## src/hdl/iirdac_pkg.sv

```systemverilog
`timescale 1ns / 1ps
// ----------------------------------------------------------------------------
// IIR DAC package
// Shared constants and types for the third-order IIR output driver.
// ----------------------------------------------------------------------------
package iirdac_pkg;

    localparam int DEF_FILTER_ORDER = 3;
    localparam int DEF_COEF_WIDTH   = 32;
    localparam int DEF_STATE_WIDTH  = 48;
    localparam int DEF_COUNT_WIDTH  = 24;

    localparam int FIFO_DEPTH  = 2;
    localparam int FRAC_BITS   = 28;
    localparam int LEVEL_WIDTH = 8;
    localparam int DRIVE_WIDTH = 16;
    localparam int OUT_SHIFT   = 15;
    localparam int PERIOD_WIDTH = 24;

    // Pin level bias and the volts-per-step factor in Q.28.
    localparam int LEVEL_BIAS = 30;
    localparam int CONV_K     = 6040402;
    localparam int FIVE_VOLTS = 5;

    localparam int CFG_INDEX_WIDTH = 8;
    localparam int CFG_DATA_WIDTH  = 64;

    localparam logic [CFG_INDEX_WIDTH-1:0] REG_SAMPLE_PERIOD = 8'd0;
    localparam logic [CFG_INDEX_WIDTH-1:0] REG_INPUT_ENABLE  = 8'd1;
    localparam logic [CFG_INDEX_WIDTH-1:0] REG_IN_GAIN_OFS   = 8'd2;
    localparam logic [CFG_INDEX_WIDTH-1:0] REG_OUT_GAIN_OFS  = 8'd3;
    localparam logic [CFG_INDEX_WIDTH-1:0] REG_NUMERATOR_01  = 8'd4;
    localparam logic [CFG_INDEX_WIDTH-1:0] REG_NUMERATOR_23  = 8'd5;
    localparam logic [CFG_INDEX_WIDTH-1:0] REG_DENOMINATOR_12 = 8'd6;
    localparam logic [CFG_INDEX_WIDTH-1:0] REG_DENOMINATOR_3 = 8'd7;

    typedef struct packed {
        logic [63:0] input_gain_offset;
        logic [63:0] output_gain_offset;
        logic [63:0] numerator_01;
        logic [63:0] numerator_23;
        logic [63:0] denominator_12;
        logic [31:0] denominator_3;
    } coef_t;

endpackage

```

## src/hdl/iirdac_fifo.sv

```systemverilog
`timescale 1ns / 1ps
// ----------------------------------------------------------------------------
// IIR DAC queue
// Small first-in first-out buffer with push/full and pop/empty sides.
// ----------------------------------------------------------------------------
module iirdac_fifo
    import iirdac_pkg::*;
#(
    parameter int WIDTH = LEVEL_WIDTH,
    parameter int DEPTH = FIFO_DEPTH
)
(
    input  logic             clk,
    input  logic             rst_n,
    input  logic             push,
    input  logic [WIDTH-1:0] din,
    output logic             full,
    input  logic             pop,
    output logic [WIDTH-1:0] dout,
    output logic             empty
);

    localparam int PW = (DEPTH > 1) ? $clog2(DEPTH) : 1;
    localparam int CW = $clog2(DEPTH + 1);

    logic [WIDTH-1:0] mem [DEPTH];
    logic [PW-1:0]    wr_ptr_reg;
    logic [PW-1:0]    rd_ptr_reg;
    logic [CW-1:0]    count_reg;
    logic             do_push;
    logic             do_pop;

    assign full    = (count_reg == CW'(DEPTH));
    assign empty   = (count_reg == '0);
    assign do_push = push && !full;
    assign do_pop  = pop && !empty;
    assign dout    = mem[rd_ptr_reg];

    always_ff @(posedge clk)
    begin
        if (do_push)
        begin
            mem[wr_ptr_reg] <= din;
        end
    end

    always_ff @(posedge clk or negedge rst_n)
    begin
        if (!rst_n)
        begin
            wr_ptr_reg <= '0;
            rd_ptr_reg <= '0;
            count_reg  <= '0;
        end
        else
        begin
            if (do_push)
            begin
                wr_ptr_reg <= (wr_ptr_reg == PW'(DEPTH - 1)) ? '0 : wr_ptr_reg + 1'b1;
            end
            if (do_pop)
            begin
                rd_ptr_reg <= (rd_ptr_reg == PW'(DEPTH - 1)) ? '0 : rd_ptr_reg + 1'b1;
            end
            if (do_push && !do_pop)
            begin
                count_reg <= count_reg + 1'b1;
            end
            else if (do_pop && !do_push)
            begin
                count_reg <= count_reg - 1'b1;
            end
        end
    end

endmodule

```

## config.mk

```make
export PLATFORM = sky130hd
export DESIGN_NAME = iirdac_fifo
export DESIGN_NICKNAME = d
export VERILOG_FILES = /design/src/hdl/iirdac_pkg.sv /design/src/hdl/iirdac_fifo.sv
export SDC_FILE = /design/constraint.sdc
export NUM_CORES = 1
export LEC_CHECK = 0
export BUFFER_PORTS_ARGS = -buffer_cell sky130_fd_sc_hd__buf_4
export CORE_UTILIZATION = 44
export DETAILED_ROUTE_END_ITERATION = 10
export PLACE_DENSITY = 0.77
export SKIP_LAST_GASP = 1
export SLEW_MARGIN = 20
export SYNTH_ARGS = -nofsm -noshare
export SYNTH_HDL_FRONTEND = slang
export SYNTH_SLANG_ARGS = --single-unit
export TNS_END_PERCENT = 1
```

## constraint.sdc

```tcl
create_clock -name clk -period 1.35 [get_ports clk]
set_input_delay 0.2025 -clock clk [delete_from_list [all_inputs] [get_ports clk]]
set_output_delay 0.2025 -clock clk [all_outputs]
set_load 0.005 [all_outputs]
```

==> Word level (Yosys, flattened, before mapping) <==
Memory sizes are Yosys's and may differ from the RTL's.
Index checks and enable logic that the tools add are counted.
{ "totals": {"reg_bits": 4, "word_cells": 25, "romBits": 0, "input_bits": 12, "ram_bits": 16, "n_memories": 1, "latchBits": 0} }
{ "op_classes": {"n_mul": 0, "n_lt_le_gt_ge": 0, "n_shift": 0, "div_mod_pow": 0, "mux": 6, "n_bitwise": 0, "n_reduce_logical": 10, "n_eq_ne": 1, "add_sub_neg": 4} }
{ "memory_table": {"columns": ["memory", "words", "word_bits", "rd", "rd_clocked_by_memory_dff", "write_ports", "line", "rtl"], "rows": [
  ["mem", 2, 8, 1, 0, 1, "iirdac_fifo.sv:26", "logic [WIDTH-1:0] mem [DEPTH];"]
]} }
{ "ops": {"columns": ["op", "count"], "rows": [
  ["$logic_and 1x1->1", 4],
  ["$logic_not 1->1", 4],
  ["$mux 1", 4],
  ["$mux 2", 2],
  ["$add 1x1->1 const B", 2],
  ["$add 2x1->2 const B", 1],
  ["$eq 2x2->1 const B", 1],
  ["$logic_not 2->1", 1],
  ["$reduce_bool 2->1", 1],
  ["$sub 2x1->2 const B", 1]
]} }

==> Depth between registers and ports, before layout <==
{ "depth": {"word_depth": 7, "ltp_mapped": 7} }

==> Worst setup path before layout <==
Ideal clock, no wire load.
{ "synth_path": {"kind": "reg-to-reg", "start": "register count_reg[0]", "end": "memory mem[0][0] (netlist name) (enable)", "arrival_time_ps": 1022, "t_required_ps": 980, "path_slack_ps": -42, "path_buffers": 0, "setup_ps": 370, "path_stages_with_launch": 4, "path_cell_list": "dfrtp_1 nand2b_1 nand2_2 nor2_1"} }
{ "synth_between": {"elab_chain_cells": 5} }
{ "synth_rtl": {"columns": ["element", "line", "rtl"], "rows": [
  ["start, declared", "iirdac_fifo.sv:29", "logic [CW-1:0] count_reg;"],
  ["start signal, assigned", "iirdac_fifo.sv:67", "count_reg <= count_reg + 1'b1;"],
  ["start signal, assigned", "iirdac_fifo.sv:71", "count_reg <= count_reg - 1'b1;"],
  ["$eq 2x2->1", "iirdac_fifo.sv:33", "assign full = (count_reg == CW'(DEPTH));"],
  ["$logic_not 1->1", "iirdac_fifo.sv:35", "assign do_push = push && !full;"],
  ["$logic_and 1x1->1", "iirdac_fifo.sv:35", null],
  ["$mux 1", "iirdac_fifo.sv:41", "if (do_push)"],
  ["$mux 1 (implied by the code)", "iirdac_fifo.sv:43", "mem[wr_ptr_reg] <= din;"],
  ["end, declared", "iirdac_fifo.sv:26", null]
]} }
No other way between the ends.

==> Worst setup path after layout <==
{ "layout_path": {"start": "register rd_ptr_reg", "end": "output port dout[1]"} }
{ "layout_between": {"elab_chain_cells": 1} }
{ "layout_rtl": {"columns": ["element", "line", "rtl"], "rows": [
  ["start, declared", "iirdac_fifo.sv:28", "logic [PW-1:0] rd_ptr_reg;"],
  ["start signal, assigned", "iirdac_fifo.sv:63", "rd_ptr_reg <= (rd_ptr_reg == PW'(DEPTH - 1)) ? '0 : rd_ptr_reg + 1'b1;"],
  ["$mem_v2 2x8", null, null],
  ["end, declared", "iirdac_fifo.sv:19", "output logic [WIDTH-1:0] dout,"]
]} }
No other way between the ends.

==> impl_metrics.env <==
export IMPL_crit_chain="buf_6 -> mux2_4 -> buf_6"
export IMPL_synth_seq_area_share=0.742
export IMPL_io_pins=22
export IMPL_hold_class="primary input to register"
export IMPL_final_core_util=0.705
export IMPL_die_x_um=44.2
export IMPL_setup_violations_final=9
export IMPL_sequentialPowerShare=0.417
export IMPL_fin_nets=90
export IMPL_crit_path_start_kind="register"
export IMPL_grt_overflow=0
export IMPL_area_growth_pct=42.1
export IMPL_die_area_mm2=0.00195
export IMPL_final_cell_mix="buf_4 (19), edfxtp_1 (16), buf_6 (9)"
export IMPL_syn_area_per_cell_um2=17.8
export IMPL_grt_max_degree=12
export IMPL_initial_utilization=0.496
export IMPL_worstPathRequired_ps=1150
export IMPL_grt_pass1_wl_um=2100
export IMPL_place_area_um2=987
export IMPL_max_cap_viol_count=0
export IMPL_power_leakage_nw=0.488
export IMPL_ys_ff_latch=20
export IMPL_met2_usage=0.268
export IMPL_drt_wl_total_um=1260
export IMPL_fillerInstances=115
export IMPL_totalPowerFinal_w=0.00229
export IMPL_drv_slew=0
export IMPL_status="complete, but fails checks"
export IMPL_drive_gt1_frac=0.566
export IMPL_htreeDepth=1
export IMPL_clk_pin_slew_worst_paths_ps=110
export IMPL_arrival_ps=1270
export IMPL_synth_cells=44
export IMPL_grt_util_met1=0.185
export IMPL_clkPwrFrac=0.119
export IMPL_wl_per_cell_um=13.7
export IMPL_globalRouteMet3Util=0.0367
export IMPL_cts_buffer_depth=2
export IMPL_hold_viol_final=0
export IMPL_power_internal_w=0.00165
export IMPL_ir_drop_v=0.00102
export IMPL_gp_congestion=0.720
export IMPL_regArea_um2=582
export IMPL_insertion_delay_ps=280
export IMPL_antenna_cells=0
export IMPL_cts_root_buf="clkbuf_4"
export IMPL_cts_inserted_buffers=3
export IMPL_power_density_mw_per_mm2=2060
export IMPL_busiest_layer="met2"
export IMPL_critPathMaxStageDelay_ps=430
export IMPL_largest_reg_flops=16
export IMPL_worstSetupPathType="register to primary output"
export IMPL_switchingPower_w=0.000643
export IMPL_timing_final_ws_setup_ps=-124
export IMPL_combPwrFrac=0.464
export IMPL_antenna_found_initial=0
export IMPL_final_min_clock_period_ps=1470
export IMPL_final_cell_area_mm2=0.00111
export IMPL_slew_headroom=0.761
export IMPL_ys_types=15
export IMPL_place_ws_ps=-5.36
export IMPL_multi_input_area_um2=221
export IMPL_layout_cells_most_common="buf_4"
export IMPL_crit_fanout=5
export IMPL_finalCritPeriodShare=1.09
export IMPL_vias=450
export IMPL_die_height_um=44.2
export IMPL_syn_nets=57
export IMPL_drtPass1Iterations=5
export IMPL_fmax_mhz=678
export IMPL_core_area_mm2=0.00158
export IMPL_vias_per_cell=4.89
export IMPL_rsz0062_at_grt="yes"
export IMPL_crit_top_cell="buf_6"
export IMPL_timing_hold_ws_ps=94.6
export IMPL_portBuffers=21
export IMPL_grt_util_all_layers=0.159
export IMPL_critPathTopFamily="flip-flops"
export IMPL_cp_slowest_cell="dfrtp_2"
export IMPL_violations="negative setup slack"
export IMPL_drtIter0Drc=12
export IMPL_syn_cell_area_um2=782
export IMPL_finalClockSkew_ps=7.90
export IMPL_cp_num_buf_inv=2
export IMPL_rows=14
export IMPL_ant_nets=0
export IMPL_drc=0
export IMPL_switching_share=0.280
export IMPL_clock_sinks=20
export IMPL_crit_path_end_kind="primary output"
export IMPL_worstMarginPinSlew_ps=358
export IMPL_grt_pass1_vias=501
export IMPL_cts_tree="yes"
export IMPL_yosys_warnings=0
[layer usage]
| metal | part of all wire | routed length, um |
|---|---|---|
| met5 | 0 | 0 |
| met1 | 0.43 | 548 |
| met4 | 0.015 | 19 |
| met2 | 0.50 | 628 |
| met3 | 0.053 | 67 |
[worst register-to-register path, cell delays in order, from the launching register on]
cell and delay (ps):
dfrtp_1 400, nand2b_1 190, nand2_2 90, inv_1 40
ha_1 300, nor2_1 130, xor2_1 150
[metrics by stage]
stage	std cells	setup TNS (ps)
after floorplan	44	-26.0
after global placement	84	0
after detailed placement	84	-5.36
after CTS	92	-965
after global routing	92	-2370
final	92	-965
[area by class of cell]
cell class / count / area share
inverters: 2 / 0.00676
flip-flops and latches: 20 / 0.524
clock buffers: 4 / 0.0236
multi-input cells: 21 / 0.199
well taps: 16 / 0.0180
repair buffers: 29 / 0.229
[cells in the mapped netlist, drive strengths merged]
cell     n  area (um^2)
and3     1         6.26
buf      1         5.00
dfrtp    4          100
edfxtp  16          480
ha       1         12.5
inv      2         7.51
mux2     8         90.1
nand2    1         6.26
nand2b   1         6.26
nor2     3         11.3
o21ai    1         5.00
xnor2    3         33.8
xor2     2         17.5
[final timing paths]
kind / start / to / slack [ps] / cells after the start
min in group asynchronous: rst_n / count_reg[0]$_DFFE_PN0P_ / 240 / 2
max reg2reg: count_reg[0]$_DFFE_PN0P_ / count_reg[1]$_DFFE_PN0P_ / -20 / 6
min reg2reg: count_reg[1]$_DFFE_PN0P_ / count_reg[1]$_DFFE_PN0P_ / 530 / 1
min: din[1] / mem[1][1]$_DFFE_PP_ / 90 / 1
max: rd_ptr_reg$_DFFE_PN0P_ / dout[1] / -120 / 3
max in group asynchronous: rst_n / rd_ptr_reg$_DFFE_PN0P_ / 990 / 2
[cell families after synthesis]
kind of cell,after synthesis,synth area share
flops,20,0.742
mux,8,0.115
simple gates,6,0.0384
xor+xnor,5,0.0656
buf+inv,3,0.0160
compound gates,1,0.00639
fa+ha+maj,1,0.0160
[power by group through the flow]
stage / logic [W] / registers (W) / clock network, W
6_report: 0.00106 / 0.000955 / 0.000274
5_1_grt: 0.00114 / 0.000976 / 0.000321
4_1_cts: 0.00107 / 0.000953 / 0.000286
3_5_place_dp: 0.000744 / 0.00100 / 0
3_3_place_gp: 0.000725 / 0.000991 / 0
2_1_floorplan: 0.000435 / 0.000942 / 0
[what timing repair did]
action,4_1_cts,5_1_grt
endpoints found under the setup margin,9,26
buffers inserted,3,0
cloned,0,0
hold buffers,1,0
hold endpoints to repair,4,0
resized for setup,19,0
Note: power is estimated with default switching activity, not from simulation.
