==> src/hdl/iirdac_pkg.sv <==
`timescale 1ns / 1ps
// ----------------------------------------------------------------------------
// IIR DAC package
// Shared constants and types for the third-order IIR output driver.
// ----------------------------------------------------------------------------
package iirdac_pkg;

    localparam int DEF_FILTER_ORDER = 3;
    localparam int DEF_COEF_WIDTH   = 32;
    localparam int DEF_STATE_WIDTH  = 48;
    localparam int DEF_COUNT_WIDTH  = 24;

    localparam int FIFO_DEPTH  = 2;
    localparam int FRAC_BITS   = 28;
    localparam int LEVEL_WIDTH = 8;
    localparam int DRIVE_WIDTH = 16;
    localparam int OUT_SHIFT   = 15;
    localparam int PERIOD_WIDTH = 24;

    // Pin level bias and the volts-per-step factor in Q.28.
    localparam int LEVEL_BIAS = 30;
    localparam int CONV_K     = 6040402;
    localparam int FIVE_VOLTS = 5;

    localparam int CFG_INDEX_WIDTH = 8;
    localparam int CFG_DATA_WIDTH  = 64;

    localparam logic [CFG_INDEX_WIDTH-1:0] REG_SAMPLE_PERIOD = 8'd0;
    localparam logic [CFG_INDEX_WIDTH-1:0] REG_INPUT_ENABLE  = 8'd1;
    localparam logic [CFG_INDEX_WIDTH-1:0] REG_IN_GAIN_OFS   = 8'd2;
    localparam logic [CFG_INDEX_WIDTH-1:0] REG_OUT_GAIN_OFS  = 8'd3;
    localparam logic [CFG_INDEX_WIDTH-1:0] REG_NUMERATOR_01  = 8'd4;
    localparam logic [CFG_INDEX_WIDTH-1:0] REG_NUMERATOR_23  = 8'd5;
    localparam logic [CFG_INDEX_WIDTH-1:0] REG_DENOMINATOR_12 = 8'd6;
    localparam logic [CFG_INDEX_WIDTH-1:0] REG_DENOMINATOR_3 = 8'd7;

    typedef struct packed {
        logic [63:0] input_gain_offset;
        logic [63:0] output_gain_offset;
        logic [63:0] numerator_01;
        logic [63:0] numerator_23;
        logic [63:0] denominator_12;
        logic [31:0] denominator_3;
    } coef_t;

endpackage

==> src/hdl/iirdac_front.sv <==
`timescale 1ns / 1ps
// ----------------------------------------------------------------------------
// IIR DAC front end
// Tick decimation: decides which ticks start a filter update.
// ----------------------------------------------------------------------------
module iirdac_front
    import iirdac_pkg::*;
#(
    parameter int COUNT_WIDTH = DEF_COUNT_WIDTH
)
(
    input  logic                    clk,
    input  logic                    rst_n,
    input  logic                    push,
    input  logic [LEVEL_WIDTH-1:0]  pin_level,
    output logic                    full,
    input  logic [PERIOD_WIDTH-1:0] sample_period,
    input  logic                    input_enable,
    output logic                    q_push,
    output logic [LEVEL_WIDTH-1:0]  q_data,
    input  logic                    q_full
);

    localparam int CMP_WIDTH = (COUNT_WIDTH > PERIOD_WIDTH) ? COUNT_WIDTH : PERIOD_WIDTH;

    logic [COUNT_WIDTH-1:0] tick_count_reg;
    logic [COUNT_WIDTH-1:0] tick_count_next;
    logic                   accept;
    logic                   waiting;

    assign full    = q_full;
    assign accept  = push && !q_full;
    assign waiting = CMP_WIDTH'(tick_count_reg) <= CMP_WIDTH'(sample_period);
    assign q_push  = accept && !waiting && input_enable;
    assign q_data  = pin_level;

    always_comb
    begin
        tick_count_next = tick_count_reg;
        if (accept)
        begin
            priority if (waiting)
            begin
                // The counter sticks at all ones.
                if (tick_count_reg != '1)
                begin
                    tick_count_next = tick_count_reg + 1'b1;
                end
            end
            else if (input_enable)
            begin
                tick_count_next = COUNT_WIDTH'(1);
            end
            else
            begin
                tick_count_next = '0;
            end
        end
    end

    always_ff @(posedge clk or negedge rst_n)
    begin
        if (!rst_n)
        begin
            tick_count_reg <= '0;
        end
        else
        begin
            tick_count_reg <= tick_count_next;
        end
    end

endmodule

==> config.mk <==
export PLATFORM = sky130hd
export DESIGN_NAME = iirdac_front
export DESIGN_NICKNAME = d
export VERILOG_FILES = /design/src/hdl/iirdac_pkg.sv /design/src/hdl/iirdac_front.sv
export SDC_FILE = /design/constraint.sdc
export NUM_CORES = 1
export LEC_CHECK = 0
export BUFFER_PORTS_ARGS = -buffer_cell sky130_fd_sc_hd__buf_2
export CAP_MARGIN = 15
export CORE_MARGIN = 2
export CORE_UTILIZATION = 40
export CTS_CLUSTER_DIAMETER = 60
export DETAILED_ROUTE_END_ITERATION = 6
export GPL_ROUTABILITY_DRIVEN = 0
export GPL_TIMING_DRIVEN = 1
export PLACE_DENSITY = 0.6
export SLEW_MARGIN = 20
export SYNTH_ARGS = -nofsm -noshare
export SYNTH_HDL_FRONTEND = slang
export SYNTH_SLANG_ARGS = --single-unit
==> constraint.sdc <==
create_clock -name clk -period 5.2 [get_ports clk]
set_clock_uncertainty 0.1 [all_clocks]
set_input_delay 1.56 -clock clk [delete_from_list [all_inputs] [get_ports clk]]
set_output_delay 1.56 -clock clk [all_outputs]
set_load 0.01 [all_outputs]
## Yosys cells after proc, flatten, opt, wreduce, memory -nomap -nowiden

Cells that the tools add are included.

- Flip-flop bits (word level): 24
- Input port bits: 37
- Logic and storage cells: 14

- Add/sub/neg operators: 1
- Magnitude comparators: 1
- Equal/unequal tests: 2
- Muxes and demuxes: 3
- Reductions and logical operators: 6

Operator list:

| kind | number |
|---|---|
| $mux 24 | 2 |
| $add 24x1->24 const B | 1 |
| $le 24x24->1 | 1 |
| $ne 24x24->1 const B | 1 |
| $logic_and 1x1->1 | 3 |
| $logic_not 1->1 | 2 |
| $ne 2x1->1 const B | 1 |
| $reduce_and 2->1 | 1 |
| $mux 1 | 1 |

## Longest topological paths before layout

Gate-level depths: netlist of the first run.

- Depth in word-level cells: 4
- Gate-level depth with buffers: 11

## Worst setup path before layout of the first run

No wires, ideal clock.

- Path type: in2out
- Start: input port sample_period[22]
- End: output port q_push
- Arrival time: 3.092 ns
- Data required time: 3.540 ns
- Slack: 0.448 ns
- Stages on the path: 8
- Buffers on the path: 0
- Cells stage by stage: inv_1 > ha_1 > nand4_2 > nor4_4 > nand2_1 > o2bb2ai_2 > or2_4 > and3_2

- Word-level cells in the longest chain between the ends: 4

RTL lines:

| element | RTL line | source |
|---|---|---|
| start, declared | iirdac_front.sv:17 | `input logic [PERIOD_WIDTH-1:0] sample_period,` |
| $le 24x24->1 | iirdac_front.sv:33 | `assign waiting = CMP_WIDTH'(tick_count_reg) <= CMP_WIDTH'(sample_period);` |
| $logic_not 1->1 | iirdac_front.sv:34 | `assign q_push = accept && !waiting && input_enable;` |
| $logic_and 1x1->1 (2 in a row) | iirdac_front.sv:34 |  |
| end, declared | iirdac_front.sv:19 | `output logic q_push,` |

No other way between the ends.

## Final worst setup path of the first run

- Start: input port sample_period[11]
- End: output port q_push

The elaborated chain is that of the path after synthesis.

==> reports/summary.txt, run 1 <==
cts repair resizes -> 0
Final Power -> 0.000683 W
sequential area share after synthesis -> 0.270
critical path startpoint category -> primary input
Seq pwr share -> 0.403
placed cell areas -> 2370 sq um
Avg Inst Size Synth -> 8.84 sq um
max FFs per register -> 24
CP top delay family -> simple AND/OR/NAND/NOR gates
Synth warnings -> 0
reg2reg path depth -> 9
Die Wd -> 78.6 um
input/output buffers -> 30
vias in the first global route -> 1833
PD cells -> 280 nW/um^2
setup violators final -> 0
initial DRC count -> 99
fin. max-slew vios -> 0
Antenna Cells -> 0
maximum clock frequency -> 197 MHz
row count -> 27
H-tree depth -> 1
CTS Sinks -> 24
synthesized flop and latch total -> 24
fin area -> 2440 sq um
leak pwr -> 1.16 nW
Routed WL -> 5130 um
Worst R2R Setup Slack -> 2230 ps
Synth cell types -> 45
Global Route Usage Sum -> 0.178
largest net degree at the start of global routing -> 25
crit-path max FO -> 6
initial antenna violation count -> 0
worst r2r dst -> tick_count_reg[10]
clk_lat worst skew -> 280 ps
WL/cell -> 14.9 um
Max-cap violations -> 0
Worst Setup SP -> sample_period[11]
number of enable flip-flop cells after synthesis -> 0
total CTS buffers -> 3
root buffer cell -> clkbuf_8
Worst EP required -> 3540 ps
Period minus WS final -> 5070 ps
post-route ant nets -> 0
CP Class -> primary input to output pin
worst ir drop on vdd -> 128 uV
Clk pwr share -> 0.252
Post-Synthesis Cells -> 252
worst hold path type -> flop to flop
post-route clock period utilization -> 0.974
grt total ovfl -> 0
DIE HEIGHT -> 78.6 um
setup TNS -> 0 ps
measured slew at the worst slew-check pin -> 844 ps
Slowest-stage cell, CP -> nor4_4
worst r2r src -> tick_count_reg[15]
core area -> 5440 sq um
CTS tree -> yes
Post-CTS Setup Inserts -> 0
crit path DAT -> 3410 ps
Most Frequent Cell on Critical Path -> buf_2
DRT Pass-1 Iters -> 4
Via Count -> 1921
Internal -> 0.000428 W
syn_nets -> 314
Place WS -> 116 ps
Area Overhead vs Synth -> 9.60%
final number of hold-violating endpoints -> 0
layout net count -> 335
outcome -> finished clean
post-DP HPWL -> 3790 um
DIE AREA -> 6180 sq um
Max clock buf depth -> 2
Post-Syn Area -> 2230 sq um
CP peak stage delay -> 370 ps
Initial Utilization -> 0.410
ys async rst share -> 1.00
DRC -> 0
RSZ-0062 raised after global routing -> false
crit-path cells -> buf_2, inv_1, ha_1, nand4_1, nor4_4, nand2_1, o2bb2ai_2, or2_4, and3_2, buf_2
IO Pins -> 47
Logic pwr share -> 0.345
hold-fix buffers at CTS -> 0
first-pass GRT wire length -> 8780 um
relative slew slack -> 0.437
worst hold margin -> 449 ps
top_reg_cell synth -> dfrtp_1
Worst Setup End Kind -> output pin
vias per cell -> 5.58
Net Sw Frac -> 0.373
share of layout cells above drive strength 1 -> 0.228
clock transition at the registers of the reported paths -> 100 ps
worst setup margin -> 134 ps
Setup crit end -> q_push
Crit path depth -> 10
P_sw -> 0.000255 W
Crit path buffers/inverters -> 3
worst register-to-register path: stages (launching register included):
cell and delay [ps]:
dfrtp_1 490, ha_1 370, nand4_2 170, nor4_4 340, nand2_1 130, o2bb2ai_2 150, nor2_2 130, nand2_1 380
buf_4 350, o311ai_2 260
layout make-up:
| cell class | count | area (sq um) |
|---|---|---|
| Clock buffer | 3 | 41.3 |
| Clock inverter | 1 | 30.0 |
| Fill cell | 555 | 3000 |
| Inverter | 28 | 105 |
| Multi-Input combinational cell | 183 | 1400 |
| Sequential cell | 24 | 601 |
| Tap cell | 72 | 90.1 |
| Timing Repair Buffer | 33 | 173 |
kinds of logic after synthesis:
group                    count (synthesis)  synth area share
AND/OR/NAND/NOR                        102             0.259
AO/OA/AOI/OAI                           55             0.225
buffers and inverters                   45             0.101
adder cells (fa/ha/maj)                 25             0.140
flip-flops                              24             0.270
multiplexers                             1           0.00449
Yosys cell counts (all sizes together) (2+ instances only):
master | instances | share of area
dfrtp | 24 | 0.27
o22ai | 3 | 0.0084
a31oi | 3 | 0.015
nor2 | 7 | 0.013
buf | 13 | 0.047
ha | 25 | 0.14
o2bb2ai | 3 | 0.015
and3 | 8 | 0.023
nand2 | 27 | 0.045
o31ai | 2 | 0.0067
a21oi | 13 | 0.029
inv | 28 | 0.047
o21ai | 6 | 0.013
nor2b | 3 | 0.0084
nor3 | 3 | 0.017
nand3 | 31 | 0.070
clkbuf | 4 | 0.0067
nand4 | 14 | 0.048
nand2b | 3 | 0.0084
o311ai | 13 | 0.092
a21o | 2 | 0.0067
o211ai | 2 | 0.0067
power by group through the flow:
stage | Combinational [W] | Clock [W] | Sequential [W]
2_1_floorplan | 0.000198 | 0 | 0.000262
3_3_place_gp | 0.000233 | 0 | 0.000277
3_5_place_dp | 0.000238 | 0 | 0.000278
4_1_cts | 0.000239 | 0.000175 | 0.000274
5_1_grt | 0.000275 | 0.000180 | 0.000283
6_report | 0.000236 | 0.000172 | 0.000275
metal layers:
layer,track usage,routed length [um],vias up
met3,0.0184,146,4
met5,0,0,-
li1,-,-,963
met4,0.0526,50,0
met1,0.251,2660,923
met2,0.285,2270,31
per-stage QoR:
stage,std cells,util
2_1_floorplan,252,-
3_3_place_gp,340,0.436
3_5_place_dp,340,0.436
4_1_cts,344,0.449
5_1_grt,344,0.449
6_report,344,0.449
how the worst min path moves through the flow:
stage / depth (start not counted) / end / slack [ps] / startpoint
2_1_floorplan: 1 / tick_count_reg[23] / 390 / tick_count_reg[23]
3_3_place_gp: 1 / tick_count_reg[23] / 440 / tick_count_reg[23]
3_5_place_dp: 1 / tick_count_reg[23] / 430 / tick_count_reg[23]
4_1_cts: 1 / tick_count_reg[23] / 450 / tick_count_reg[23]
5_1_grt: 1 / tick_count_reg[23] / 470 / tick_count_reg[23]
6_report: 1 / tick_count_reg[23] / 450 / tick_count_reg[23]
cell usage in the layout, fill, tap and decap left out, types with 2 or more instances in the layout:
cell / count
nand3_1: 31
buf_2: 30
inv_1: 28
nand2_1: 27
ha_1: 25
dfrtp_1: 24
a21oi_1: 13
o311ai_2: 12
nand4_1: 11
and3_1: 7
o21ai_0: 6
nor2_1: 6
nand4_2: 3
nor2b_1: 3
nand2b_1: 3
o22ai_1: 3
clkbuf_8: 3
buf_4: 3
a31oi_1: 2
a21o_1: 2
o211ai_1: 2
nor3_4: 2
o2bb2ai_1: 2
o31ai_1: 2
Note: power is estimated with default switching activity, not from simulation.
==> run 2: changes to the inputs <==
--- a/config.mk
+++ b/config.mk
@@ -13,7 +13,7 @@
 export DETAILED_ROUTE_END_ITERATION = 6
 export GPL_ROUTABILITY_DRIVEN = 0
 export GPL_TIMING_DRIVEN = 1
-export PLACE_DENSITY = 0.6
+export PLACE_DENSITY = 0.62
 export SLEW_MARGIN = 20
 export SYNTH_ARGS = -nofsm -noshare
 export SYNTH_HDL_FRONTEND = slang
==> constraint.sdc (replaced) <==
create_clock -name clk -period 4.1 [get_ports clk]
set_clock_uncertainty 0.1 [all_clocks]
set_input_delay 1.23 -clock clk [delete_from_list [all_inputs] [get_ports clk]]
set_output_delay 1.23 -clock clk [all_outputs]
set_load 0.01 [all_outputs]
==> run 2 against run 1 <==
Effect of this change:
- the flow now finishes with violations (negative setup slack)
- hold slack better by 24 ps
- routed wire length up 3.3%
- sequential share of layout area is 2.5 points lower
- clock power about the same
- sequential power increased by 29%
- register-to-register slack got worse by 880 ps
- power up 30%
- combinational power grew 52%
- cell area up 11%
==> reports/summary.txt, run 2 (synthesized netlist as in run 1, its figures left out) <==
PD cells -> 325 nW/um^2
CTS tree -> yes
IO Pins -> 47
vias in the first global route -> 1952
RSZ-0062 raised after global routing -> true
initial antenna violation count -> 0
leak pwr -> 1.22 nW
post-DP HPWL -> 3770 um
CP peak stage delay -> 390 ps
hold-fix buffers at CTS -> 0
vias per cell -> 5.59
Most Frequent Cell on Critical Path -> inv_1
largest net degree at the start of global routing -> 25
clock transition at the registers of the reported paths -> 90 ps
Antenna Cells -> 0
Slowest-stage cell, CP -> a221o_1
Worst Setup End Kind -> output pin
Place WS -> -280 ps
row count -> 27
CP Class -> primary input to output pin
setup violators final -> 1
Final Power -> 0.000885 W
core area -> 5440 sq um
Met3 Wirelength -> 208 um
wire length on met1 -> 2560 um
most frequent cells in the layout -> nand3_1 (31), nand2_1 (26), buf_2 (25)
clk_lat worst skew -> 280 ps
CP top delay family -> simple AND/OR/NAND/NOR gates
Via Count -> 1980
Crit path buffers/inverters -> 4
first-pass GRT wire length -> 9070 um
metal2 WL -> 2450 um
initial DRC count -> 102
Period minus WS final -> 4260 ps
Max clock buf depth -> 2
failing checks -> negative setup slack
DIE HEIGHT -> 78.6 um
WL/cell -> 15.0 um
Area Overhead vs Synth -> 22.2%
crit-path max FO -> 3
Die Wd -> 78.6 um
worst hold path type -> flop to flop
Max-cap violations -> 0
maximum clock frequency -> 235 MHz
crit-path cells -> buf_2, inv_1, ha_1, nand4_4, inv_1, a221o_1, o2bb2ai_4, or2_4, and3_4, buf_6
critical path startpoint category -> primary input
DRT Pass-1 Iters -> 4
worst ir drop on vdd -> 209 uV
total CTS buffers -> 3
final number of hold-violating endpoints -> 0
post-route ant nets -> 0
crit path DAT -> 2930 ps
most common cell after layout, fill and taps aside -> nand3_1
fin. max-slew vios -> 0
DRC -> 0
top routing layer used -> met4
Global Route Usage Sum -> 0.183
CTS Sinks -> 24
placed cell areas -> 2440 sq um
max FFs per register -> 24
Worst EP required -> 2770 ps
fin area -> 2720 sq um
measured slew at the worst slew-check pin -> 854 ps
DIE AREA -> 6180 sq um
worst setup margin -> -155 ps
worst hold margin -> 473 ps
grt total ovfl -> 0
layout net count -> 345
input/output buffers -> 30
Routed WL -> 5300 um
share of layout cells above drive strength 1 -> 0.319
post-route clock period utilization -> 1.04
H-tree depth -> 1
Initial Utilization -> 0.410
root buffer cell -> clkbuf_8
relative slew slack -> 0.431
outcome -> finished with violations
## run 2: changes by cell type in the layout (fill, tap and decap cells not counted), moves of 2 or more
cell,change
inv_2,+4
ha_4,+11
ha_1,-11
nand4_2,-2
buf_2,-5
nand4_4,+2
buf_4,+10
buf_6,+5
inv_1,-5
## run 2: routing by layer
| metal | global-route usage | vias up |
|---|---|---|
| met5 | 0 | - |
| met4 | 0.0404 | 0 |
| met2 | 0.292 | 46 |
| li1 | - | 987 |
| met1 | 0.258 | 939 |
| met3 | 0.0299 | 8 |
## run 2: what timing repair did
| item | CTS | global route |
|---|---|---|
| setup endpoints to repair | 1 | 1 |
| buffers inserted | 2 | 0 |
| gates resized for setup | 22 | 7 |
| pin swaps | 15 | 9 |
## run 2: area by class of cell
type | count | area (sq um)
sequential | 24 | 601
clock buffer | 4 | 55.1
timing repair buffer | 43 | 279
multi-input combinational | 183 | 1590
inverter | 28 | 108
tap | 72 | 90.1
fill | 523 | 2720
## run 2: power by group
group	total (W)	leakage, nW	internal, W	switching (W)
clock	0.000171	0.0288	0.0000861	0.0000851
sequential	0.000355	0.267	0.000276	0.0000791
combinational	0.000359	0.920	0.000176	0.000183
## run 2: worst paths after layout
| path | start | to | slack [ps] | cells past startpoint |
|---|---|---|---|---|
| hold / removal | tick_count_reg[21] | tick_count_reg[21] | 470 | 1 |
| setup / recovery | sample_period[21] | q_push | -160 | 10 |
| hold reg to reg | tick_count_reg[21] | tick_count_reg[21] | 470 | 1 |
| setup reg to reg | tick_count_reg[9] | tick_count_reg[16] | 1350 | 10 |
| max in group asynchronous | rst_n | tick_count_reg[14] | 2670 | 1 |
| min in group asynchronous | rst_n | tick_count_reg[3] | 850 | 1 |
## run 2: through the flow
stage	util	cells	TNS, ps
finish	0.501	354	-155
global route	0.501	354	-232
CTS	0.493	355	-156
detailed placement	0.448	349	-280
global placement	0.448	349	-257
floorplan	-	252	0
## run 2: worst reg2reg max path: stages (launching register included)
cell	delay [ps]
dfrtp_1	490
ha_4	320
nand4_1	170
nor4_4	380
a211o_2	210
o2bb2ai_4	70
buf_4	130
nor2_2	110
nand2_1	180
buf_4	240
o311ai_2	260
==> run 3: changes to the inputs <==
--- a/config.mk
+++ b/config.mk
@@ -5,6 +5,7 @@
 export SDC_FILE = /design/constraint.sdc
 export NUM_CORES = 1
 export LEC_CHECK = 0
+export ABC_AREA = 1
 export BUFFER_PORTS_ARGS = -buffer_cell sky130_fd_sc_hd__buf_2
 export CAP_MARGIN = 15
 export CORE_MARGIN = 2
@@ -13,7 +14,7 @@
 export DETAILED_ROUTE_END_ITERATION = 6
 export GPL_ROUTABILITY_DRIVEN = 0
 export GPL_TIMING_DRIVEN = 1
-export PLACE_DENSITY = 0.62
+export PLACE_DENSITY = 0.61
 export SLEW_MARGIN = 20
 export SYNTH_ARGS = -nofsm -noshare
 export SYNTH_HDL_FRONTEND = slang
==> run 3 against run 2 <==
Effect of this change:
- the run now ends clean
- hold slack lost 18 ps
- routed wire length grew 3.5%
- power shrank 15%
- synthesized cell count grew 41%
- setup slack gained 340 ps
- maximum frequency grew 8.6%
- critical path depth grew 2
- sequential share of layout area grew 0.89 points
- cell area shrank 3.9%
- critical path type unchanged
- via count grew 10%
- core utilization shrank 5.3 points
==> reports/summary.txt, run 3 <==
DIE HEIGHT -> 81.3 um
syn_nets -> 418
Post-Synthesis Cells -> 356
Antenna Cells -> 0
IO Pins -> 47
outcome -> finished clean
PD cells -> 287 nW/um^2
Routed WL -> 5490 um
measured slew at the worst slew-check pin -> 563 ps
placed cell areas -> 2550 sq um
Area Overhead vs Synth -> 9.64%
relative slew slack -> 0.625
input/output buffers -> 30
metal2 WL -> 2600 um
vias per cell -> 4.83
RSZ-0062 raised after global routing -> false
WL/cell -> 12.1 um
post-synth top area share -> 0.252
fin. max-slew vios -> 0
post-route ant nets -> 0
Avg Inst Size Synth -> 6.71 sq um
clk_lat worst skew -> 280 ps
top cells by count, synth -> nand2_1 (129), inv_1 (49), ha_1 (25), dfrtp_1 (24), nor2_1 (24)
worst hold path type -> flop to flop
wire length on met1 -> 2660 um
Via Count -> 2187
Worst EP required -> 2770 ps
row count -> 28
DIE AREA -> 6600 sq um
clock transition at the registers of the reported paths -> 100 ps
most frequent cells in the layout -> nand2_1 (129), inv_1 (49), buf_2 (30)
layout net count -> 441
crit path DAT -> 2590 ps
final number of hold-violating endpoints -> 0
total CTS buffers -> 3
crit-path max FO -> 2
grt total ovfl -> 0
critical path startpoint category -> primary input
Final Non-Filler Cells -> 453
Met3 Wirelength -> 173 um
fin area -> 2620 sq um
initial DRC count -> 110
hold-fix buffers at CTS -> 0
post-route clock period utilization -> 0.955
DP Cell Count -> 448
Worst Setup End Kind -> output pin
DRC -> 0
top_reg_cell synth -> dfrtp_1
initial antenna violation count -> 0
maximum clock frequency -> 255 MHz
Global Route Usage Sum -> 0.187
Period minus WS final -> 3920 ps
Initial Utilization -> 0.408
Synth cell types -> 29
number of enable flip-flop cells after synthesis -> 0
Synth warnings -> 0
leak pwr -> 1.53 nW
top area cells in the synthesized netlist -> dfrtp_1 (25%), nand2_1 (20%), ha_1 (13%)
share of layout cells above drive strength 1 -> 0.143
CTS tree -> yes
H-tree depth -> 1
vias in the first global route -> 2136
worst ir drop on vdd -> 153 uV
post-DP HPWL -> 4250 um
setup TNS -> 0 ps
Post-Syn Area -> 2390 sq um
largest net degree at the start of global routing -> 25
Max-cap violations -> 0
largest area contributor in the netlist -> dfrtp_1
DRT Pass-1 Iters -> 4
ys async rst share -> 1.00
most common cell after layout, fill and taps aside -> nand2_1
CTS Sinks -> 24
first-pass GRT wire length -> 9600 um
core area -> 5850 sq um
Max clock buf depth -> 2
max FFs per register -> 24
root buffer cell -> clkbuf_8
sequential area share after synthesis -> 0.252
synthesized flop and latch total -> 24
setup violators final -> 0
most common cell in the netlist -> nand2_1
Die Wd -> 81.3 um
top routing layer used -> met4
CP Class -> primary input to output pin
==> run 3: metrics by stage <==
step	util	hold WS, ps	setup slack [ps]	total power, W
6_report	0.447	455	183	0.000750
2_1_floorplan	-	387	455	0.000517
5_1_grt	0.447	481	20.2	0.000822
3_3_place_gp	0.435	424	204	0.000574
3_5_place_dp	0.435	429	156	0.000585
4_1_cts	0.445	455	150	0.000757
==> run 3: cells by family after synthesis <==
family / synth area share
compound gates: 0.0540
flops: 0.252
buf+inv: 0.128
simple gates: 0.377
xor+xnor: 0.0587
fa+ha+maj: 0.131
==> run 3: area by class of cell <==
| class | count | area, sq um |
|---|---|---|
| Timing Repair Buffer | 35 | 188 |
| Multi-Input combinational cell | 264 | 1490 |
| Clock buffer | 4 | 55.1 |
| Sequential cell | 24 | 601 |
| Inverter | 51 | 191 |
| Fill cell | 626 | 3230 |
| Tap cell | 75 | 93.8 |
==> run 3: where the power goes <==
group / leakage [nW] / internal (W) / switching [W] / total [W]
registers: 0.327 / 0.000274 / 0.0000628 / 0.000337
clock network: 0.0288 / 0.0000861 / 0.0000874 / 0.000173
logic: 1.17 / 0.000103 / 0.000137 / 0.000240
total: 1.53 / 0.000463 / 0.000287 / 0.000750
==> run 3: path summary, 6_finish.rpt <==
kind	to	startpoint	slack [ps]	cells past startpoint
max	q_push	sample_period[13]	180	12
min	tick_count_reg[1]	tick_count_reg[1]	450	2
max reg2reg	tick_count_reg[9]	tick_count_reg[12]	1490	13
min reg2reg	tick_count_reg[1]	tick_count_reg[1]	450	2
max in group asynchronous	tick_count_reg[14]	rst_n	2690	1
min in group asynchronous	tick_count_reg[5]	rst_n	830	1
==> run 3: worst max-delay path, cell delays in order <==
cell and delay, ps:
buf_2 80, inv_1 30, ha_1 280, nand2_1 60, nor2_2 120, nand4_1 160, buf_4 170, nor2_1 90
nand2_1 90, nand3_2 90, nor2_1 50, buf_2 130
==> run 3: routing by layer <==
metal  GRT usage  vias up
li1            -     1162
met1       0.247      986
met2       0.327       35
met3      0.0189        4
met4      0.0424        0
met5           0        -
==> run 3: what timing repair did <==
item / in CTS / in global routing
resized for setup: 0 / 2
setup endpoints to repair: 0 / 1
buffers inserted: 0 / 1
